[src/rtl/core/rppc_pkg.sv]
// Shared types and constants for the ray plane pair clipping block.
`default_nettype none
package rppc_pkg;

  localparam int WORD_W    = 32;
  localparam int NUM_REGS  = 8;
  localparam int ADDR_W    = 5;
  localparam int DIV_STEPS = 31;
  localparam int PROD_W    = 64;
  localparam int SUM_W     = 66;
  localparam int NUM_W     = 67;

  localparam logic [1:0] SURF_SIDE   = 2'd0;
  localparam logic [1:0] SURF_BOTTOM = 2'd1;
  localparam logic [1:0] SURF_TOP    = 2'd2;

  localparam logic [2:0] REG_BOTTOM_A = 3'd0;
  localparam logic [2:0] REG_BOTTOM_B = 3'd1;
  localparam logic [2:0] REG_BOTTOM_C = 3'd2;
  localparam logic [2:0] REG_BOTTOM_D = 3'd3;
  localparam logic [2:0] REG_TOP_A    = 3'd4;
  localparam logic [2:0] REG_TOP_B    = 3'd5;
  localparam logic [2:0] REG_TOP_C    = 3'd6;
  localparam logic [2:0] REG_TOP_D    = 3'd7;

  typedef struct packed {
    logic dc_zero;
    logic dc_neg;
    logic dw_neg;
  } plane_flags_t;

endpackage
`default_nettype wire

[src/rtl/core/rppc_clip.sv]
// Two stage interval clipping against the bottom plane and then the top plane.
`default_nettype none
module rppc_clip (
  input  wire                          clk_i,
  input  wire                          en_i,
  input  wire logic signed [31:0]      enter_i,
  input  wire logic signed [31:0]      exit_i,
  input  wire logic signed [31:0]      t_bot_i,
  input  wire rppc_pkg::plane_flags_t  flags_bot_i,
  input  wire logic signed [31:0]      t_top_i,
  input  wire rppc_pkg::plane_flags_t  flags_top_i,
  output logic                         hit_o,
  output logic signed [31:0]           new_enter_o,
  output logic signed [31:0]           new_exit_o,
  output logic [1:0]                   enter_surface_o,
  output logic [1:0]                   exit_surface_o
);

  logic signed [31:0]     en_d, ex_d, en_q, ex_q, ttop_q;
  logic [1:0]             sin_d, sout_d, sin_q, sout_q;
  logic                   hit_d, hit_q;
  rppc_pkg::plane_flags_t ftop_q;
  logic                   ins_b;

  always_comb begin
    en_d   = enter_i;
    ex_d   = exit_i;
    sin_d  = rppc_pkg::SURF_SIDE;
    sout_d = rppc_pkg::SURF_SIDE;
    hit_d  = 1'b1;
    ins_b  = (t_bot_i > enter_i) && (t_bot_i < exit_i);
    if (flags_bot_i.dc_zero) begin
      hit_d = flags_bot_i.dw_neg;
    end else if (!flags_bot_i.dc_neg) begin
      if (ins_b) begin
        ex_d   = t_bot_i;
        sout_d = rppc_pkg::SURF_BOTTOM;
      end
      if (t_bot_i < enter_i) begin
        hit_d = 1'b0;
      end
    end else begin
      if (ins_b) begin
        en_d  = t_bot_i;
        sin_d = rppc_pkg::SURF_BOTTOM;
      end
      if (t_bot_i > exit_i) begin
        hit_d = 1'b0;
      end
    end
  end

  always_ff @(posedge clk_i) begin
    if (en_i) begin
      en_q   <= en_d;
      ex_q   <= ex_d;
      sin_q  <= sin_d;
      sout_q <= sout_d;
      hit_q  <= hit_d;
      ttop_q <= t_top_i;
      ftop_q <= flags_top_i;
    end
  end

  logic signed [31:0] en2, ex2;
  logic [1:0]         sin2, sout2;
  logic               hit2, ins_t;

  always_comb begin
    en2   = en_q;
    ex2   = ex_q;
    sin2  = sin_q;
    sout2 = sout_q;
    hit2  = hit_q;
    ins_t = (ttop_q > en_q) && (ttop_q < ex_q);
    if (ftop_q.dc_zero) begin
      if (!ftop_q.dw_neg) begin
        hit2 = 1'b0;
      end
    end else if (!ftop_q.dc_neg) begin
      if (ins_t) begin
        ex2   = ttop_q;
        sout2 = rppc_pkg::SURF_TOP;
      end
      if (ttop_q < en_q) begin
        hit2 = 1'b0;
      end
    end else begin
      if (ins_t) begin
        en2  = ttop_q;
        sin2 = rppc_pkg::SURF_TOP;
      end
      if (ttop_q > ex_q) begin
        hit2 = 1'b0;
      end
    end
    if (!(en2 < ex2)) begin
      hit2 = 1'b0;
    end
  end

  always_ff @(posedge clk_i) begin
    if (en_i) begin
      hit_o           <= hit2;
      new_enter_o     <= hit2 ? en2 : '0;
      new_exit_o      <= hit2 ? ex2 : '0;
      enter_surface_o <= hit2 ? sin2 : rppc_pkg::SURF_SIDE;
      exit_surface_o  <= hit2 ? sout2 : rppc_pkg::SURF_SIDE;
    end
  end

endmodule
`default_nettype wire

[config.mk]
export PLATFORM = sky130hd
export DESIGN_NAME = rppc_clip
export DESIGN_NICKNAME = d
export VERILOG_FILES = /design/src/rtl/core/rppc_pkg.sv /design/src/rtl/core/rppc_clip.sv
export SDC_FILE = /design/constraint.sdc
export NUM_CORES = 1
export LEC_CHECK = 0
export ABC_AREA = 1
export BUFFER_PORTS_ARGS = -buffer_cell sky130_fd_sc_hd__buf_2
export CELL_PAD_IN_SITES_DETAIL_PLACEMENT = 0
export CELL_PAD_IN_SITES_GLOBAL_PLACEMENT = 1
export CORE_MARGIN = 10
export CORE_UTILIZATION = 40
export CTS_BUF_LIST = sky130_fd_sc_hd__clkbuf_2
export CTS_CLUSTER_SIZE = 10
export DETAILED_ROUTE_END_ITERATION = 8
export HOLD_SLACK_MARGIN = 0.15
export PLACE_DENSITY_LB_ADDON = 0.1
export SLEW_MARGIN = 20
export SYNTH_ARGS = -nofsm -noshare
export SYNTH_HDL_FRONTEND = slang
export SYNTH_SLANG_ARGS = --single-unit
[constraint.sdc]
create_clock -name clk_i -period 7.3 [get_ports clk_i]
set_input_delay 1.095 -clock clk_i [delete_from_list [all_inputs] [get_ports clk_i]]
set_output_delay 1.095 -clock clk_i [all_outputs]
set_load 0.01 [all_outputs]
==> run_results.csv, run 1 <==
group,metric,value,unit
power,p_leak,6.24,nW
layout,area_growth,14.7,%
clocking,ctsResizeCount,0,
timing,report.final.setup_viol,0,
routing,antenna_left,0,
floorplanning,ios,205,
clocking,clk_pin_slew,0.31,ns
floorplanning,start_util,40.8,%
setup_path,required,7.87,ns
place,hpwl,24300,um
setup_path,r2r_slack,1.37,ns
place,gp_congestion,0.895,
logic_synthesis,synth_warnings,0,
global_routing,antenna_found_initial,1,
timing,grt_setup_unrepaired,"false",
layout,multi_input_area,5030,um^2
floorplanning,die_y,186,um
timing,worst_slack,1.37,ns
timing,fmax,0.169,GHz
routing,drt_iter0_drc,571,
power,ir_drop,0.0874,mV
place,numPortBuffers,204,
clocking,hold_buffers,0,
clocking,numCtsBuffers,17,
timing,max_slew_margin,32.1,%
layout,fillers,2681,
place,placed_cell_area,12400,um^2
floorplanning,dieArea,34600,um^2
layout,fin_util,46.8,%
routing,first_pass_iters,5,
logic_synthesis,syn_inst,1216,
floorplanning,die_w,186,um
layout,layout.nets,1705,
routing,wirelength,29100,um
layout,drive_gt1_share,18.3,%
clocking,post_cts_buffers,0,
setup_path,cpMostUsedCell,"nand2_1",
place,dp.cells,1731,
timing,fin_skew,0.0479,ns
logic_synthesis,synth_seq_cells,171,
outcome,status,"complete, no violations",
global_routing,grt_max_degree,89,
timing,slew_violations,0,
timing,finalHoldViolCount,0,
logic_synthesis,synth.avg_cell_area,9.08,um^2
global_routing,grt-ovfl-total,0,
flow_run,maxCapViolations,0,
clocking,clk_latency,0.75,ns
clocking,ctsRootBufferMaster,"clkbuf_2",
routing,routedWlPerCell,16.5,um
routing,via_count,8485,
timing,fin_tns_setup,0,ns
logic_synthesis,synth_area,11000,um^2
routing,route.detailed.drc,0,
timing,post-route-min-period,5.93,ns
timing,hold_ws,0.490,ns
routing,viasPerCell,4.81,
worst_hold_path,hold_path.class,"input port to flip-flop",
setup_path,slowest_delay,0.52,ns
setup_path,slowest_stage,"edfxtp_1",
logic_synthesis,synth-seq-area-share,46.5,%
place,pre_cts_slack,1.39,ns
global_routing,grt_pass1_wl,44900,um
setup_path,cp_max_fo,52,
layout,fin_area,12700,um^2
clocking,cts_tree,"yes",
global_routing,track_usage,16.8,%
power,power.total,2.45,mW
global_routing,grt_pass1_vias,8245,
timing,fin_crit_sh,81.2,%
setup_path,arrival,6.50,ns
power,power.density,194,nW/um^2
clocking,htree_levels,4,
layout,fin_cells,1765,
clocking,cts_max_path_buffers,2,
floorplanning,core-area,27000,um^2
logic_synthesis,syn-num-nets,1511,
timing,tightest_slew,1.02,ns
layout,regArea,5130,um^2
clocking,clkSinkCount,171,
setup_path,start_kind,"flip-flop",
setup_path,path_cells,"ha_1 > nand2_1 > nor2_2 > nand2_2 > a21oi_1 > nor2_1 > nand2_1 > nand2_1 > nand2_1 > nand4_1 > buf_4 > o21ai_0 > ha_1 > nand2_1 > nor2_1 > a211oi_1 > o221ai_1 > a21oi_1 > nand2_1 > nand2_1 > nand3_2 > buf_12 > nor2_1",
logic_synthesis,synth_cell_types,41,
floorplanning,num_rows,60,
setup_path,cp-end-kind,"flip-flop",
setup_path,worstSetupPathType,"flip-flop to flip-flop",
==> where the power goes <==
part / internal, mW / leakage [nW] / switching (mW)
combinational: 0.263 / 4.37 / 0.466
clock: 0.110 / 0.139 / 0.374
sequential: 1.20 / 1.73 / 0.0415
total: 1.57 / 6.24 / 0.881
==> state kept, by name (all words and copies together), names as in the netlist <==
signal and flops:
ftop_q 3, enter_surface_o 2, sin_q 1, hit_q 1
ttop_q 32, exit_surface_o 2, en_q 32, new_enter_o 32
new_exit_o 32, ex_q 32, hit_o 1, sout_q 1
==> worst max-delay path, delay by kind of cell (launching register included) <==
kind,cells,cell delay (ns)
and+or+nand+nor,14,2.19
AOI/OAI and AO/OA,5,1.41
buffers and inverters,2,0.88
adders and majority gates,2,0.73
DFF,1,0.52
==> per-layer routing <==
metal	share of wire, %	vias to the layer above	global-route usage [%]
met5	0	-	0
met4	2.2	0	5.93
met3	6.0	22	3.22
met2	37	232	22.4
met1	55	3729	26.0
li1	-	4502	-
==> cell usage after synthesis, drive strengths merged <==
master | number | area (um^2)
nand2 | 258 | 971
inv | 194 | 728
edfxtp | 171 | 5130
ha | 159 | 1990
o21ai | 140 | 701
nor2 | 114 | 500
a21oi | 73 | 365
clkbuf | 27 | 101
nand3 | 17 | 90.1
nand4 | 16 | 100
buf | 8 | 55.0
a211oi | 5 | 37.5
nor4 | 5 | 46.3
o21a | 5 | 37.5
nor3 | 4 | 20.0
o21bai | 3 | 22.5
o221ai | 2 | 17.5
a2111oi | 1 | 8.76
a211o | 1 | 8.76
a21boi | 1 | 7.51
a21o | 1 | 7.51
a221oi | 1 | 8.76
a31oi | 1 | 6.26
nand3b | 1 | 7.51
nor3b | 1 | 7.51
nor4b | 1 | 8.76
o2111ai | 1 | 8.76
o211ai | 1 | 7.51
o221a | 1 | 11.3
o31ai | 1 | 7.51
or2 | 1 | 6.26
xor2 | 1 | 8.76
==> path summary, 6_finish.rpt <==
path / end / startpoint / depth (start not counted)
worst max-delay path: new_exit_o[12] / ttop_q[31] / 23
worst min-delay path: ftop_q[0] / flags_top_i[0] / 1
worst max register to register: new_exit_o[12] / ttop_q[31] / 23
worst min register to register: enter_surface_o[0] / sin_q[0] / 2
==> final cells by class <==
class / instances / share of cell area, %
Clock buffer: 17 / 0.672
Multi-Input combinational cell: 816 / 39.8
Antenna cell: 1 / 0.0198
Clock inverter: 15 / 1.19
Inverter: 194 / 5.75
Timing Repair Buffer: 210 / 8.67
Sequential cell: 171 / 40.6
Tap cell: 341 / 3.37
==> logic make-up after synthesis <==
logic type / count (synthesis) / synth area share (%)
compound gates: 238 / 11.4
xor+xnor: 1 / 0.0794
fa+ha+maj: 159 / 18.0
buf+inv: 229 / 8.01
flops: 171 / 46.5
simple gates: 418 / 15.9
==> cells in the final DEF, fill, tap and decap left out, drive strengths merged, types with 2 or more instances in the layout <==
| cell | instances |
|---|---|
| nand2 | 258 |
| buf | 210 |
| inv | 202 |
| edfxtp | 171 |
| ha | 159 |
| o21ai | 140 |
| nor2 | 114 |
| a21oi | 73 |
| clkbuf | 17 |
| nand3 | 17 |
| nand4 | 16 |
| o21a | 5 |
| a211oi | 5 |
| nor4 | 5 |
| clkinv | 5 |
| nor3 | 4 |
| o21bai | 3 |
| o221ai | 2 |
| clkinvlp | 2 |
Power figures use the tool's default switching activity.
==> run 2: changes to the inputs <==
==> constraint.sdc (replaced) <==
create_clock -name clk_i -period 4.85 [get_ports clk_i]
set_input_delay 0.7275 -clock clk_i [delete_from_list [all_inputs] [get_ports clk_i]]
set_output_delay 0.7275 -clock clk_i [all_outputs]
set_load 0.01 [all_outputs]
==> run 2 against run 1 <==
Net effect: total power increased by 54%; sequential power increased by 50%; setup slack got worse by 1.1 ns; worst hold slack got worse by 0.21 ns; fmax increased by 30%.
==> run_results.csv, run 2 (synthesis results as in run 1) <==
group,metric,value,unit
routing,wirelength,29800,um
global_routing,grt_pass1_wl,45600,um
place,numPortBuffers,204,
worst_hold_path,worstHoldStart,"t_bot_i[25]",
setup_path,reg2reg_to,"new_enter_o[3]",
setup_path,path_buf_inv,2,
worst_hold_path,hold_end,"ex_q[25]",
setup_path,arrival,5.06,ns
clocking,cts_tree,"yes",
clocking,cts_max_path_buffers,2,
clocking,ctsRootBufferMaster,"clkbuf_2",
routing,viasPerCell,4.81,
worst_hold_path,hold_depth,3,
layout,fin_util,48.9,%
clocking,clk_pin_slew,0.31,ns
setup_path,cpMostUsedCell,"nand2_1",
floorplanning,core-area,27000,um^2
place,dp.cells,1746,
power,p_comb_share,31.2,%
routing,route.detailed.drc,0,
floorplanning,die_y,186,um
layout,fin_area,13200,um^2
clocking,numCtsBuffers,17,
global_routing,grt_max_degree,90,
layout,final_cell_mix,"257 x nand2_1, 203 x buf_2, 193 x inv_1",
timing,slew_violations,0,
routing,routedWlPerCell,16.4,um
clocking,clkSinkCount,171,
global_routing,antenna_found_initial,1,
setup_path,worstSetupPathType,"flip-flop to flip-flop",
power,p_sw,1.35,mW
timing,max_slew_margin,45.5,%
setup_path,r2r_start,"ttop_q[31]",
setup_path,start_kind,"flip-flop",
timing,fin_skew,0.0538,ns
setup_path,required,5.36,ns
timing,fin_crit_sh,93.9,%
power,p_leak,6.50,nW
timing,tightest_slew,0.818,ns
power,power.density,285,nW/um^2
layout,mostFrequentLayoutCell,"nand2_1",
layout,drive_gt1_share,19.1,%
setup_path,cp-end-kind,"flip-flop",
global_routing,track_usage,17.1,%
timing,worst_slack,0.298,ns
routing,via_count,8744,
outcome,status,"complete, no violations",
floorplanning,start_util,40.8,%
global_routing,grt_pass1_vias,8523,
worst_hold_path,hold_path.class,"input port to flip-flop",
setup_path,cp_max_fo,65,
flow_run,maxCapViolations,0,
routing,antenna_left,0,
place,hpwl,24300,um
power,sw_frac_of_total,35.9,%
floorplanning,die_w,186,um
floorplanning,ios,205,
layout,area_growth,19.7,%
routing,drt_iter0_drc,544,
setup_path,slowest_delay,0.52,ns
power,sequentialPowerShare,49.5,%
power,p_int,2.42,mW
timing,fin_tns_setup,0,ns
place,gp_congestion,0.946,
timing,post-route-min-period,4.55,ns
power,ir_drop,0.137,mV
global_routing,grt-ovfl-total,0,
floorplanning,num_rows,60,
setup_path,crit_family,"simple AND/OR/NAND/NOR gates",
timing,fmax,0.220,GHz
timing,report.final.setup_viol,0,
clocking,htree_levels,4,
layout,fin_cells,1817,
place,placed_cell_area,12600,um^2
layout,layout.nets,1757,
setup_path,slowest_stage,"edfxtp_1",
floorplanning,dieArea,34600,um^2
setup_path,reg2reg_depth,23,
place,pre_cts_slack,0.207,ns
clocking,clk_latency,0.76,ns
setup_path,r2r_slack,0.30,ns
timing,finalHoldViolCount,0,
power,clockPowerShare,19.3,%
setup_path,path_cells,"ha_1 > nand2_1 > nor2_2 > nand2_2 > nor4_4 > nand2_1 > nand2_1 > nand2_1 > nand2_1 > nand4_1 > buf_12 > o21ai_0 > ha_1 > nand2_1 > nor2_1 > a211oi_1 > o221a_2 > nand2_1 > nand2_1 > nand3_1 > nand3_2 > clkbuf_16 > nor2_1",
routing,first_pass_iters,5,
run 2: worst max path at each step:
stage | to | cells after the start | from | slack [ns]
5_1_grt | new_exit_o[21] | 28 | ttop_q[5] | -0.005
3_3_place_gp | new_enter_o[19] | 22 | ttop_q[31] | 0.22
6_report | new_enter_o[3] | 23 | ttop_q[31] | 0.30
3_5_place_dp | new_exit_o[13] | 22 | ttop_q[31] | 0.21
4_1_cts | new_exit_o[2] | 22 | ttop_q[31] | 0.16
2_1_floorplan | new_enter_o[22] | 27 | ttop_q[31] | 0.71
run 2: what timing repair did:
action / in CTS / in global routing
endpoints found under the hold margin: 35 / 0
hold buffers: 35 / 0
resized for setup: 0 / 20
setup buffers: 0 / 2
endpoints found under the setup margin: 0 / 69
run 2: cell type report:
cell class,count,area [um^2]
repair buffers,262,1650
fillers,2615,13800
multi-input cells,816,5040
flip-flops and latches,171,5130
inverters,194,728
well taps,341,427
clock inverters,15,150
diodes,1,2.50
clock buffers,17,85.1
run 2: power by group through the flow:
| stage | Combinational [mW] | Sequential (mW) | Clock (mW) |
|---|---|---|---|
| final | 1.18 | 1.86 | 0.729 |
| after global routing | 1.36 | 1.88 | 0.828 |
| after CTS | 1.16 | 1.87 | 0.767 |
| after detailed placement | 1.14 | 1.90 | 0 |
| after global placement | 1.12 | 1.90 | 0 |
| after floorplan | 0.692 | 1.91 | 0 |
run 2: stage by stage:
| stage | hold slack, ns | total power [mW] |
|---|---|---|
| 2_1_floorplan | 0.535 | 2.60 |
| 3_3_place_gp | 0.639 | 3.01 |
| 6_report | 0.284 | 3.77 |
| 4_1_cts | 0.190 | 3.80 |
| 5_1_grt | 0.231 | 4.06 |
| 3_5_place_dp | 0.641 | 3.04 |
run 2: per-layer routing:
metal  up-vias  routed length (um)  track usage, %
li1       4609                   -               -
met1      3875               15800            26.1
met2       241               11500            23.1
met3        19                1960            3.55
met4         0                 546            5.71
met5         -                   0               0
run 2: tightest hold or removal path, cell delays in order:
cell and delay (ns):
buf_2 0.12, nand2_1 0.05, o21ai_0 0.07
